==> config.mk <==
export PLATFORM = sky130hd
export DESIGN_NAME = png_chunk_deframer_top
export DESIGN_NICKNAME = d
export VERILOG_FILES = /design/src/hw/rtl/pcd_pkg.sv /design/src/hw/rtl/pcd_front.sv /design/src/hw/rtl/pcd_queue.sv /design/src/hw/rtl/png_chunk_deframer_top.sv
export VERILOG_INCLUDE_DIRS = /design/src /design/src/hw/rtl
export SDC_FILE = /design/constraint.sdc
export NUM_CORES = 1
export LEC_CHECK = 0
export BUFFER_PORTS_ARGS = -buffer_cell sky130_fd_sc_hd__buf_2
export CAP_MARGIN = 20
export CELL_PAD_IN_SITES_DETAIL_PLACEMENT = 1
export CELL_PAD_IN_SITES_GLOBAL_PLACEMENT = 2
export CORE_MARGIN = 2
export CORE_UTILIZATION = 40
export CTS_CLUSTER_DIAMETER = 150
export DETAILED_ROUTE_END_ITERATION = 10
export HOLD_SLACK_MARGIN = 0.1
export PLACE_DENSITY_LB_ADDON = 0.1
export SLEW_MARGIN = 20
export SYNTH_ARGS = -nofsm -noshare
export SYNTH_HDL_FRONTEND = slang
export SYNTH_SLANG_ARGS = --single-unit
==> constraint.sdc <==
create_clock -name i_clk -period 7.4 [get_ports i_clk]
set_input_delay 1.48 -clock i_clk [delete_from_list [all_inputs] [get_ports i_clk]]
set_output_delay 1.48 -clock i_clk [all_outputs]
set_load 0.005 [all_outputs]
==> src/hw/rtl/assert_macros.svh <==
// ----------------------------------------------------------------------------
// assertion macros shared by the chunk deframer rtl
// ----------------------------------------------------------------------------
`ifndef ASSERT_MACROS_SVH
`define ASSERT_MACROS_SVH
`ifndef SYNTHESIS
// property must hold at every clock edge outside reset
`define ASSERT_PROP(label, clk, rst_n, prop) \
    label: assert property (@(posedge clk) disable iff (!rst_n) prop) \
        else $error("property violated");
// condition must never be seen outside reset
`define ASSERT_NEVER(label, clk, rst_n, cond) \
    label: assert property (@(posedge clk) disable iff (!rst_n) !(cond)) \
        else $error("forbidden condition seen");
`else
`define ASSERT_PROP(label, clk, rst_n, prop)
`define ASSERT_NEVER(label, clk, rst_n, cond)
`endif
`endif

==> src/hw/rtl/pcd_pkg.sv <==
`timescale 1ns / 1ps
// ----------------------------------------------------------------------------
// pcd_pkg
// types and constants shared by the png chunk deframer modules
// ----------------------------------------------------------------------------
package pcd_pkg;

    // result kinds
    localparam logic [1:0] C_KIND_DATA    = 2'd0;
    localparam logic [1:0] C_KIND_DONE    = 2'd1;
    localparam logic [1:0] C_KIND_BAD_SIG = 2'd2;
    localparam logic [1:0] C_KIND_TRUNC   = 2'd3;

    // file signature
    localparam int unsigned C_SIG_LENGTH = 8;
    localparam logic [7:0] C_SIG_BYTES [C_SIG_LENGTH] = '{
        8'd137, 8'd80, 8'd78, 8'd71, 8'd13, 8'd10, 8'd26, 8'd10
    };

    // chunk types of interest
    localparam logic [31:0] C_TYPE_IHDR = 32'h4948_4452;
    localparam logic [31:0] C_TYPE_IDAT = 32'h4944_4154;

    // saturated payload length
    localparam logic [30:0] C_MAX_LENGTH = 31'h7FFF_FFFF;

    // result queue sizing
    localparam int unsigned C_QUEUE_DEPTH = 4;
    localparam int unsigned C_QPTR_BITS   = 2;

    // one result record
    typedef struct packed {
        logic [1:0]  kind;
        logic [7:0]  payload_byte;
        logic        chunk_payload_last;
        logic [31:0] chunk_type;
        logic [30:0] chunk_length;
        logic [31:0] stored_crc;
        logic [31:0] chunk_offset;
        logic [31:0] image_width;
        logic [31:0] image_height;
    } t_record;

    // front to queue write side
    typedef struct packed {
        logic    push;
        t_record record;
    } t_push;

endpackage

==> src/hw/rtl/pcd_front.sv <==
`timescale 1ns / 1ps
`include "assert_macros.svh"
// ----------------------------------------------------------------------------
// pcd_front
// byte parser: checks the signature, walks the chunk fields and builds one
// result record per byte that produces one
// ----------------------------------------------------------------------------
module pcd_front #(
    parameter int unsigned POSITION_BITS = 32
) (
    input  logic                i_clk,
    input  logic                i_rst_n,
    input  logic                i_valid,
    output logic                o_stall,
    input  logic [7:0]          i_data_byte,
    input  logic                i_last_byte,
    output pcd_pkg::t_push      o_push,
    input  logic                i_full
);

    // parser phases
    localparam logic [2:0] PH_SIG     = 3'd0;
    localparam logic [2:0] PH_LEN     = 3'd1;
    localparam logic [2:0] PH_TYPE    = 3'd2;
    localparam logic [2:0] PH_PAYLOAD = 3'd3;
    localparam logic [2:0] PH_CRC     = 3'd4;
    localparam logic [2:0] PH_SKIP    = 3'd5;

    logic [2:0]               r_phase,          n_phase;
    logic [2:0]               r_field_index,    n_field_index;
    logic [30:0]              r_payload_count,  n_payload_count;
    logic [31:0]              r_length_word,    n_length_word;
    logic [31:0]              r_type_word,      n_type_word;
    logic [31:0]              r_crc_word,       n_crc_word;
    logic [POSITION_BITS-1:0] r_file_position,  n_file_position;
    logic [POSITION_BITS-1:0] r_chunk_start,    n_chunk_start;
    logic [31:0]              r_width_word,     n_width_word;
    logic [31:0]              r_height_word,    n_height_word;

    logic                     w_accept;
    logic [30:0]              w_len_eff;
    logic [30:0]              w_len_next;
    logic [30:0]              w_count_inc;
    logic [POSITION_BITS+31:0] w_start_ext;
    logic                     w_has;
    logic                     w_trunc;
    logic [1:0]               w_kind;
    logic [7:0]               w_pbyte;
    logic                     w_plast;
    logic [31:0]              w_crc;

    assign w_accept    = i_valid && !i_full;
    assign o_stall     = i_full;
    assign w_len_eff   = r_length_word[31] ? pcd_pkg::C_MAX_LENGTH : r_length_word[30:0];
    assign w_count_inc = r_payload_count + 31'd1;

    // next state and result for the byte on the input
    always_comb begin
        n_phase         = r_phase;
        n_field_index   = r_field_index;
        n_payload_count = r_payload_count;
        n_length_word   = r_length_word;
        n_type_word     = r_type_word;
        n_crc_word      = r_crc_word;
        n_file_position = r_file_position + {{(POSITION_BITS-1){1'b0}}, 1'b1};
        n_chunk_start   = r_chunk_start;
        n_width_word    = r_width_word;
        n_height_word   = r_height_word;
        w_has           = 1'b0;
        w_trunc         = i_last_byte;
        w_kind          = pcd_pkg::C_KIND_DATA;
        w_pbyte         = 8'd0;
        w_plast         = 1'b0;
        w_crc           = 32'd0;

        unique case (r_phase)
            PH_SIG: begin
                if (i_data_byte != pcd_pkg::C_SIG_BYTES[r_field_index]) begin
                    w_has   = 1'b1;
                    w_kind  = pcd_pkg::C_KIND_BAD_SIG;
                    n_phase = PH_SKIP;
                    w_trunc = 1'b0;
                end else begin
                    n_field_index = r_field_index + 3'd1;
                    if (r_field_index == 3'd7) begin
                        n_phase       = PH_LEN;
                        n_field_index = 3'd0;
                        w_trunc       = 1'b0;
                    end
                end
            end
            PH_LEN: begin
                if (r_field_index == 3'd0) begin
                    n_chunk_start = r_file_position;
                    n_length_word = {24'd0, i_data_byte};
                end else begin
                    n_length_word = {r_length_word[23:0], i_data_byte};
                end
                n_field_index = r_field_index + 3'd1;
                if (r_field_index == 3'd3) begin
                    n_phase       = PH_TYPE;
                    n_field_index = 3'd0;
                end
            end
            PH_TYPE: begin
                if (r_field_index == 3'd0) begin
                    n_type_word = {24'd0, i_data_byte};
                end else begin
                    n_type_word = {r_type_word[23:0], i_data_byte};
                end
                n_field_index = r_field_index + 3'd1;
                if (r_field_index == 3'd3) begin
                    n_field_index   = 3'd0;
                    n_payload_count = 31'd0;
                    if (n_type_word == pcd_pkg::C_TYPE_IHDR) begin
                        n_width_word  = 32'd0;
                        n_height_word = 32'd0;
                    end
                    n_phase = (w_len_eff != 31'd0) ? PH_PAYLOAD : PH_CRC;
                end
            end
            PH_PAYLOAD: begin
                // header chunk: width then height, big-endian
                if (r_type_word == pcd_pkg::C_TYPE_IHDR) begin
                    if (r_payload_count < 31'd4) begin
                        n_width_word = {r_width_word[23:0], i_data_byte};
                    end else if (r_payload_count < 31'd8) begin
                        n_height_word = {r_height_word[23:0], i_data_byte};
                    end
                end
                if (r_type_word == pcd_pkg::C_TYPE_IDAT) begin
                    w_has   = 1'b1;
                    w_kind  = pcd_pkg::C_KIND_DATA;
                    w_pbyte = i_data_byte;
                    w_plast = (w_count_inc == w_len_eff);
                end
                n_payload_count = w_count_inc;
                if (w_count_inc >= w_len_eff) begin
                    n_phase       = PH_CRC;
                    n_field_index = 3'd0;
                end
            end
            PH_CRC: begin
                if (r_field_index == 3'd0) begin
                    n_crc_word = {24'd0, i_data_byte};
                end else begin
                    n_crc_word = {r_crc_word[23:0], i_data_byte};
                end
                n_field_index = r_field_index + 3'd1;
                if (r_field_index == 3'd3) begin
                    w_has         = 1'b1;
                    w_kind        = pcd_pkg::C_KIND_DONE;
                    w_crc         = n_crc_word;
                    n_phase       = PH_LEN;
                    n_field_index = 3'd0;
                    w_trunc       = 1'b0;
                end
            end
            default: begin
                n_phase = PH_SKIP;
                w_trunc = 1'b0;
            end
        endcase

        // file ended inside a field: error replaces any other result
        if (w_trunc) begin
            w_has   = 1'b1;
            w_kind  = pcd_pkg::C_KIND_TRUNC;
            w_pbyte = 8'd0;
            w_plast = 1'b0;
            w_crc   = 32'd0;
        end
    end

    // record fields come from the updated state
    assign w_len_next  = n_length_word[31] ? pcd_pkg::C_MAX_LENGTH : n_length_word[30:0];
    assign w_start_ext = {32'd0, n_chunk_start};

    always_comb begin
        o_push.push                      = w_accept && w_has;
        o_push.record.kind               = w_kind;
        o_push.record.payload_byte       = w_pbyte;
        o_push.record.chunk_payload_last = w_plast;
        o_push.record.chunk_type         = n_type_word;
        o_push.record.chunk_length       = w_len_next;
        o_push.record.stored_crc         = w_crc;
        o_push.record.chunk_offset       = w_start_ext[31:0];
        o_push.record.image_width        = n_width_word;
        o_push.record.image_height       = n_height_word;
    end

    // state registers, rearmed after the last byte of a file
    always_ff @(posedge i_clk) begin
        if (!i_rst_n || (w_accept && i_last_byte)) begin
            r_phase         <= PH_SIG;
            r_field_index   <= 3'd0;
            r_payload_count <= 31'd0;
            r_length_word   <= 32'd0;
            r_type_word     <= 32'd0;
            r_crc_word      <= 32'd0;
            r_file_position <= '0;
            r_chunk_start   <= '0;
            r_width_word    <= 32'd0;
            r_height_word   <= 32'd0;
        end else if (w_accept) begin
            r_phase         <= n_phase;
            r_field_index   <= n_field_index;
            r_payload_count <= n_payload_count;
            r_length_word   <= n_length_word;
            r_type_word     <= n_type_word;
            r_crc_word      <= n_crc_word;
            r_file_position <= n_file_position;
            r_chunk_start   <= n_chunk_start;
            r_width_word    <= n_width_word;
            r_height_word   <= n_height_word;
        end
    end

    // checks
    `ASSERT_PROP(a_rearm_after_last, i_clk, i_rst_n, (w_accept && i_last_byte) |=> (r_phase == PH_SIG && r_field_index == 3'd0 && r_file_position == '0))
    `ASSERT_PROP(a_payload_in_range, i_clk, i_rst_n, (r_phase == PH_PAYLOAD) |-> (r_payload_count < w_len_eff))
    `ASSERT_PROP(a_word_index_range, i_clk, i_rst_n, (r_phase == PH_LEN || r_phase == PH_TYPE || r_phase == PH_CRC) |-> (r_field_index < 3'd4))

endmodule

==> src/hw/rtl/pcd_queue.sv <==
`timescale 1ns / 1ps
`include "assert_macros.svh"
// ----------------------------------------------------------------------------
// pcd_queue
// short result queue between the parser and the output channel; the head
// entry drives the output ports
// ----------------------------------------------------------------------------
module pcd_queue (
    input  logic               i_clk,
    input  logic               i_rst_n,
    input  pcd_pkg::t_push     i_push,
    output logic               o_full,
    output logic               o_valid,
    input  logic               i_stall,
    output pcd_pkg::t_record   o_record
);

    localparam logic [pcd_pkg::C_QPTR_BITS:0] DEPTH = (pcd_pkg::C_QPTR_BITS + 1)'(pcd_pkg::C_QUEUE_DEPTH);

    pcd_pkg::t_record                 r_mem [pcd_pkg::C_QUEUE_DEPTH];
    logic [pcd_pkg::C_QPTR_BITS-1:0]  r_wr_ptr;
    logic [pcd_pkg::C_QPTR_BITS-1:0]  r_rd_ptr;
    logic [pcd_pkg::C_QPTR_BITS:0]    r_count;
    logic                             w_pop;

    assign o_full   = (r_count == DEPTH);
    assign o_valid  = (r_count != '0);
    assign w_pop    = o_valid && !i_stall;
    assign o_record = r_mem[r_rd_ptr];

    // entry storage
    always_ff @(posedge i_clk) begin
        if (i_push.push) begin
            r_mem[r_wr_ptr] <= i_push.record;
        end
    end

    // pointers and fill count
    always_ff @(posedge i_clk) begin
        if (!i_rst_n) begin
            r_wr_ptr <= '0;
            r_rd_ptr <= '0;
            r_count  <= '0;
        end else begin
            if (i_push.push) begin
                r_wr_ptr <= r_wr_ptr + 1'b1;
            end
            if (w_pop) begin
                r_rd_ptr <= r_rd_ptr + 1'b1;
            end
            case ({i_push.push, w_pop})
                2'b10:   r_count <= r_count + 1'b1;
                2'b01:   r_count <= r_count - 1'b1;
                default: r_count <= r_count;
            endcase
        end
    end

    // checks
    `ASSERT_NEVER(a_no_overflow, i_clk, i_rst_n, i_push.push && r_count == DEPTH)
    `ASSERT_PROP(a_pop_drains, i_clk, i_rst_n, (w_pop && !i_push.push) |=> (r_count == $past(r_count) - 1'b1))

endmodule

==> src/hw/rtl/png_chunk_deframer_top.sv <==
`timescale 1ns / 1ps
// ----------------------------------------------------------------------------
// png_chunk_deframer_top
// byte-serial png chunk walker: signature check, chunk records, image data
// bytes and header dimensions
// ----------------------------------------------------------------------------
//  channel  | direction | handshake         | payload
//  ---------+-----------+-------------------+----------------------------------
//  input    | in        | i_valid / o_stall | i_data_byte, i_last_byte
//  output   | out       | o_valid / i_stall | o_kind .. o_image_height
//
//  one byte is taken per cycle while o_stall is low; the parser updates its
//  fields in that cycle and writes any result into a four-entry queue, so
//  o_valid rises in the cycle after the byte is taken. o_stall rises only when
//  the queue is full, so input and output stall independently. reset is
//  synchronous and active low; a byte marked last rearms the parser for the next file.
// ----------------------------------------------------------------------------
module png_chunk_deframer_top #(
    parameter int unsigned POSITION_BITS = 32
) (
    input  logic        i_clk,
    input  logic        i_rst_n,
    input  logic        i_valid,
    output logic        o_stall,
    input  logic [7:0]  i_data_byte,
    input  logic        i_last_byte,
    output logic        o_valid,
    input  logic        i_stall,
    output logic [1:0]  o_kind,
    output logic [7:0]  o_payload_byte,
    output logic        o_chunk_payload_last,
    output logic [31:0] o_chunk_type,
    output logic [30:0] o_chunk_length,
    output logic [31:0] o_stored_crc,
    output logic [31:0] o_chunk_offset,
    output logic [31:0] o_image_width,
    output logic [31:0] o_image_height
);

    pcd_pkg::t_push   w_push;
    pcd_pkg::t_record w_record;
    logic             w_full;

    // parser
    pcd_front #(
        .POSITION_BITS (POSITION_BITS)
    ) u_front (
        .i_clk       (i_clk),
        .i_rst_n     (i_rst_n),
        .i_valid     (i_valid),
        .o_stall     (o_stall),
        .i_data_byte (i_data_byte),
        .i_last_byte (i_last_byte),
        .o_push      (w_push),
        .i_full      (w_full)
    );

    // result queue
    pcd_queue u_queue (
        .i_clk    (i_clk),
        .i_rst_n  (i_rst_n),
        .i_push   (w_push),
        .o_full   (w_full),
        .o_valid  (o_valid),
        .i_stall  (i_stall),
        .o_record (w_record)
    );

    // output fields
    assign o_kind               = w_record.kind;
    assign o_payload_byte       = w_record.payload_byte;
    assign o_chunk_payload_last = w_record.chunk_payload_last;
    assign o_chunk_type         = w_record.chunk_type;
    assign o_chunk_length       = w_record.chunk_length;
    assign o_stored_crc         = w_record.stored_crc;
    assign o_chunk_offset       = w_record.chunk_offset;
    assign o_image_width        = w_record.image_width;
    assign o_image_height       = w_record.image_height;

endmodule

==> flow_summary.json <==
{
  "yosysMostFrequentCell": "edfxtp_1",
  "ys.flop_type": "edfxtp_1",
  "grt_setup_unrepaired": "false",
  "path_max_fanout": 55,
  "yosys.area_share.adder_pct": 1.37,
  "critical_path_arrival_ns": 4.99,
  "grt_pass1_wl_mm": 177,
  "ant_nets": 0,
  "drt_iter0_drc": 1755,
  "post_drt_wl_per_cell_um": 24.3,
  "initial_core_util_pct": 40.2,
  "ir_drop_mv": 0.189,
  "synth_top_family_by_area": "simple AND/OR/NAND/NOR gates",
  "post-place-ws_ns": 2.27,
  "ios": 217,
  "io_buffer_count": 216,
  "insertion_delay_ns": 0.70,
  "synth_cell_types": 73,
  "async_flop_share_pct": 0,
  "max_freq_mhz": 214,
  "fillers": 10876,
  "hold_viol_final": 0,
  "holdBufCountCts": 0,
  "ys_top_cells_by_area": "edfxtp_1 56%, dfxtp_1 12%, mux4_2 10%",
  "worst_slack_ns": 2.73,
  "ys_seq_elements": 1070,
  "yosysTopAreaCellShare_pct": 55.7,
  "drc": 0,
  "track_usage_pct": 20.8,
  "ys_warn_count": 0,
  "dpl.hpwl_mm": 72.6,
  "die_area_um2": 112000,
  "clk_path_buf_depth": 3,
  "syn_inst": 3113,
  "worst_slew_pin_slew_ns": 1.05,
  "nNetsFinal": 3339,
  "cts_inserted_buffers": 113,
  "yosys-top-cells-count": "808 x edfxtp_1, 556 x nand2_1, 262 x dfxtp_1",
  "yosysTopAreaCell": "edfxtp_1",
  "finalSetupViolations": 0,
  "synth_xor_area_share_pct": 1.25,
  "skew_ns": 0.0252,
  "crit_chain": "nor4bb_1 > nand4_1 > nor4_2 > nor2_1 > a31oi_4 > and2_4 > buf_4",
  "rows": 121,
  "drtPass1Iterations": 5,
  "status": "finished, final reports clean",
  "gr-total-overflow": 0,
  "slew_violations": 0,
  "clk_pin_slew_worst_paths_ns": 0.06,
  "drive_gt1_share_pct": 21.0,
  "grt_pass1_vias": 27817,
  "cts_resized": 0,
  "finalCritPeriodShare_pct": 63.1,
  "endpoint_kind": "flip-flop",
  "die_h_um": 334,
  "hold_path.class": "flip-flop to flip-flop",
  "cp_top_family": "simple AND/OR/NAND/NOR gates",
  "syn_area_um2": 43600,
  "finalWirelength_mm": 116,
  "die_w_um": 334,
  "crit_slowest_cell": "nor4_2",
  "clock-sinks": 1070,
  "finalSetupTns_ns": 0,
  "dr_total_vias": 26230,
  "cts_tree": "built",
  "root_buffer": "clkbuf_16",
  "crit_type": "flip-flop to flip-flop",
  "fp.coreArea_um2": 108000,
  "syn_to_final_growth_pct": 14.5,
  "viasPerCell": 5.47,
  "slowest_delay_ns": 0.89,
  "yosysSeqAreaShare_pct": 67.7,
  "synth_edf_count": 808,
  "start_kind": "flip-flop",
  "antenna_found_initial": 8,
  "layout_min_cycle_time_ns": 4.67,
  "synth-compound-area-share_pct": 4.41,
  "p_leak_uw": 0.0165,
  "syn-num-nets": 3173,
  "path_buf_inv": 1,
  "synth_area_per_cell_um2": 14.0,
  "slew-limit-headroom_pct": 29.4,
  "synthMuxAreaShare_pct": 11.3,
  "post_cts_buffers": 0,
  "cap_violations": 0,
  "required_ns": 7.72,
  "place.gp.congestion": 0.797,
  "yosys.area_share.simple_pct": 11.8,
  "power_density_nw_per_um2": 327,
  "grt_max_degree": 112,
  "htree_levels": 3
}
-- final cells by class --
| class | instances | area [um^2] | share of cell area [%] |
|---|---|---|---|
| Multi-Input combinational cell | 1822 | 13300 | 26.6 |
| Inverter | 19 | 71.3 | 0.143 |
| Tap cell | 1414 | 1770 | 3.55 |
| Antenna cell | 1 | 2.50 | 0.00502 |
| Clock inverter | 64 | 682 | 1.37 |
| Timing Repair Buffer | 253 | 1450 | 2.92 |
| Clock buffer | 148 | 3100 | 6.23 |
| Sequential cell | 1070 | 29500 | 59.2 |
-- worst paths after layout --
kind | from | cells after the start | end | slack [ns]
worst min register to register | u_front.r_height_word[24]$_SDFFE_PP0P_ | 2 | u_front.r_height_word[24]$_SDFFE_PP0P_ | 0.46
worst min-delay path | u_front.r_height_word[24]$_SDFFE_PP0P_ | 2 | u_front.r_height_word[24]$_SDFFE_PP0P_ | 0.46
worst max register to register | u_front.r_phase[0]$_SDFFE_PP0P_ | 7 | u_queue.r_mem[0][52]$_DFFE_PP_ | 2.73
worst max-delay path | u_front.r_phase[0]$_SDFFE_PP0P_ | 7 | u_queue.r_mem[0][52]$_DFFE_PP_ | 2.73
-- cells by family (layout without fill, tap and decap cells) --
family,Yosys count,in the layout
xor+xnor,62,62
simple gates,1127,1127
mux,237,237
compound gates,349,349
flops,1070,1070
fa+ha+maj,47,47
buf+inv,221,484
other cells,0,1
-- report_power, final --
| group | leakage (uW) | switching [uW] | internal (uW) |
|---|---|---|---|
| sequential | 0.00953 | 198 | 7090 |
| clock | 0.00184 | 2350 | 3400 |
| combinational | 0.00514 | 1820 | 1420 |
-- metrics by stage --
stage	cell area (um^2)	hold slack, ns	std cells	power [uW]	util (%)
2_1_floorplan	43600	0.427	3113	9340	-
3_3_place_gp	46000	0.438	4577	10700	42.5
5_1_grt	49900	0.477	4791	17000	46.0
3_5_place_dp	46100	0.448	4578	10800	42.5
6_report	49900	0.455	4791	16300	46.0
4_1_cts	49800	0.458	4790	16600	46.0
-- tightest hold or removal path, stage by stage, from the launching register on --
cell	delay (ns)
dfxtp_1	0.31
nand2_1	0.05
a21oi_1	0.05
-- cells in the final DEF, fill, tap and decap left out, types with 16 or more instances in the layout --
cell / n
and3_1: 43
and2_1: 20
inv_1: 18
a21oi_1: 195
buf_2: 216
ha_1: 46
nand4_1: 22
xor2_1: 35
o21ai_1: 21
a22oi_1: 16
edfxtp_1: 808
mux4_2: 202
nand2_1: 551
dfxtp_1: 260
nor4_1: 21
clkbuf_1: 25
mux2_2: 31
nand3_1: 154
xnor2_1: 27
clkbuf_16: 117
clkinv_2: 23
nor2_1: 174
nor3_1: 49
o21ai_0: 80
buf_4: 29
-- metal layers --
layer	global-route usage [%]	wire, um	up-vias
met2	35.6	58200	425
met5	0	74	-
met1	27.8	51600	13686
met4	4.98	2210	12
li1	-	-	11954
met3	3.39	4300	153
-- flip-flops by register name (all words and copies together) (netlist names), 31 cells and up, named ones only --
| name | count |
|---|---|
| u_front.r_width_word | 32 |
| u_front.r_type_word | 32 |
| u_front.r_file_position | 32 |
| u_front.r_chunk_start | 32 |
| u_front.r_payload_count | 31 |
| u_front.r_height_word | 32 |
| u_front.r_length_word | 32 |
| u_queue.r_mem | 808 |
No activity file was read; power rests on OpenSTA's default activity.
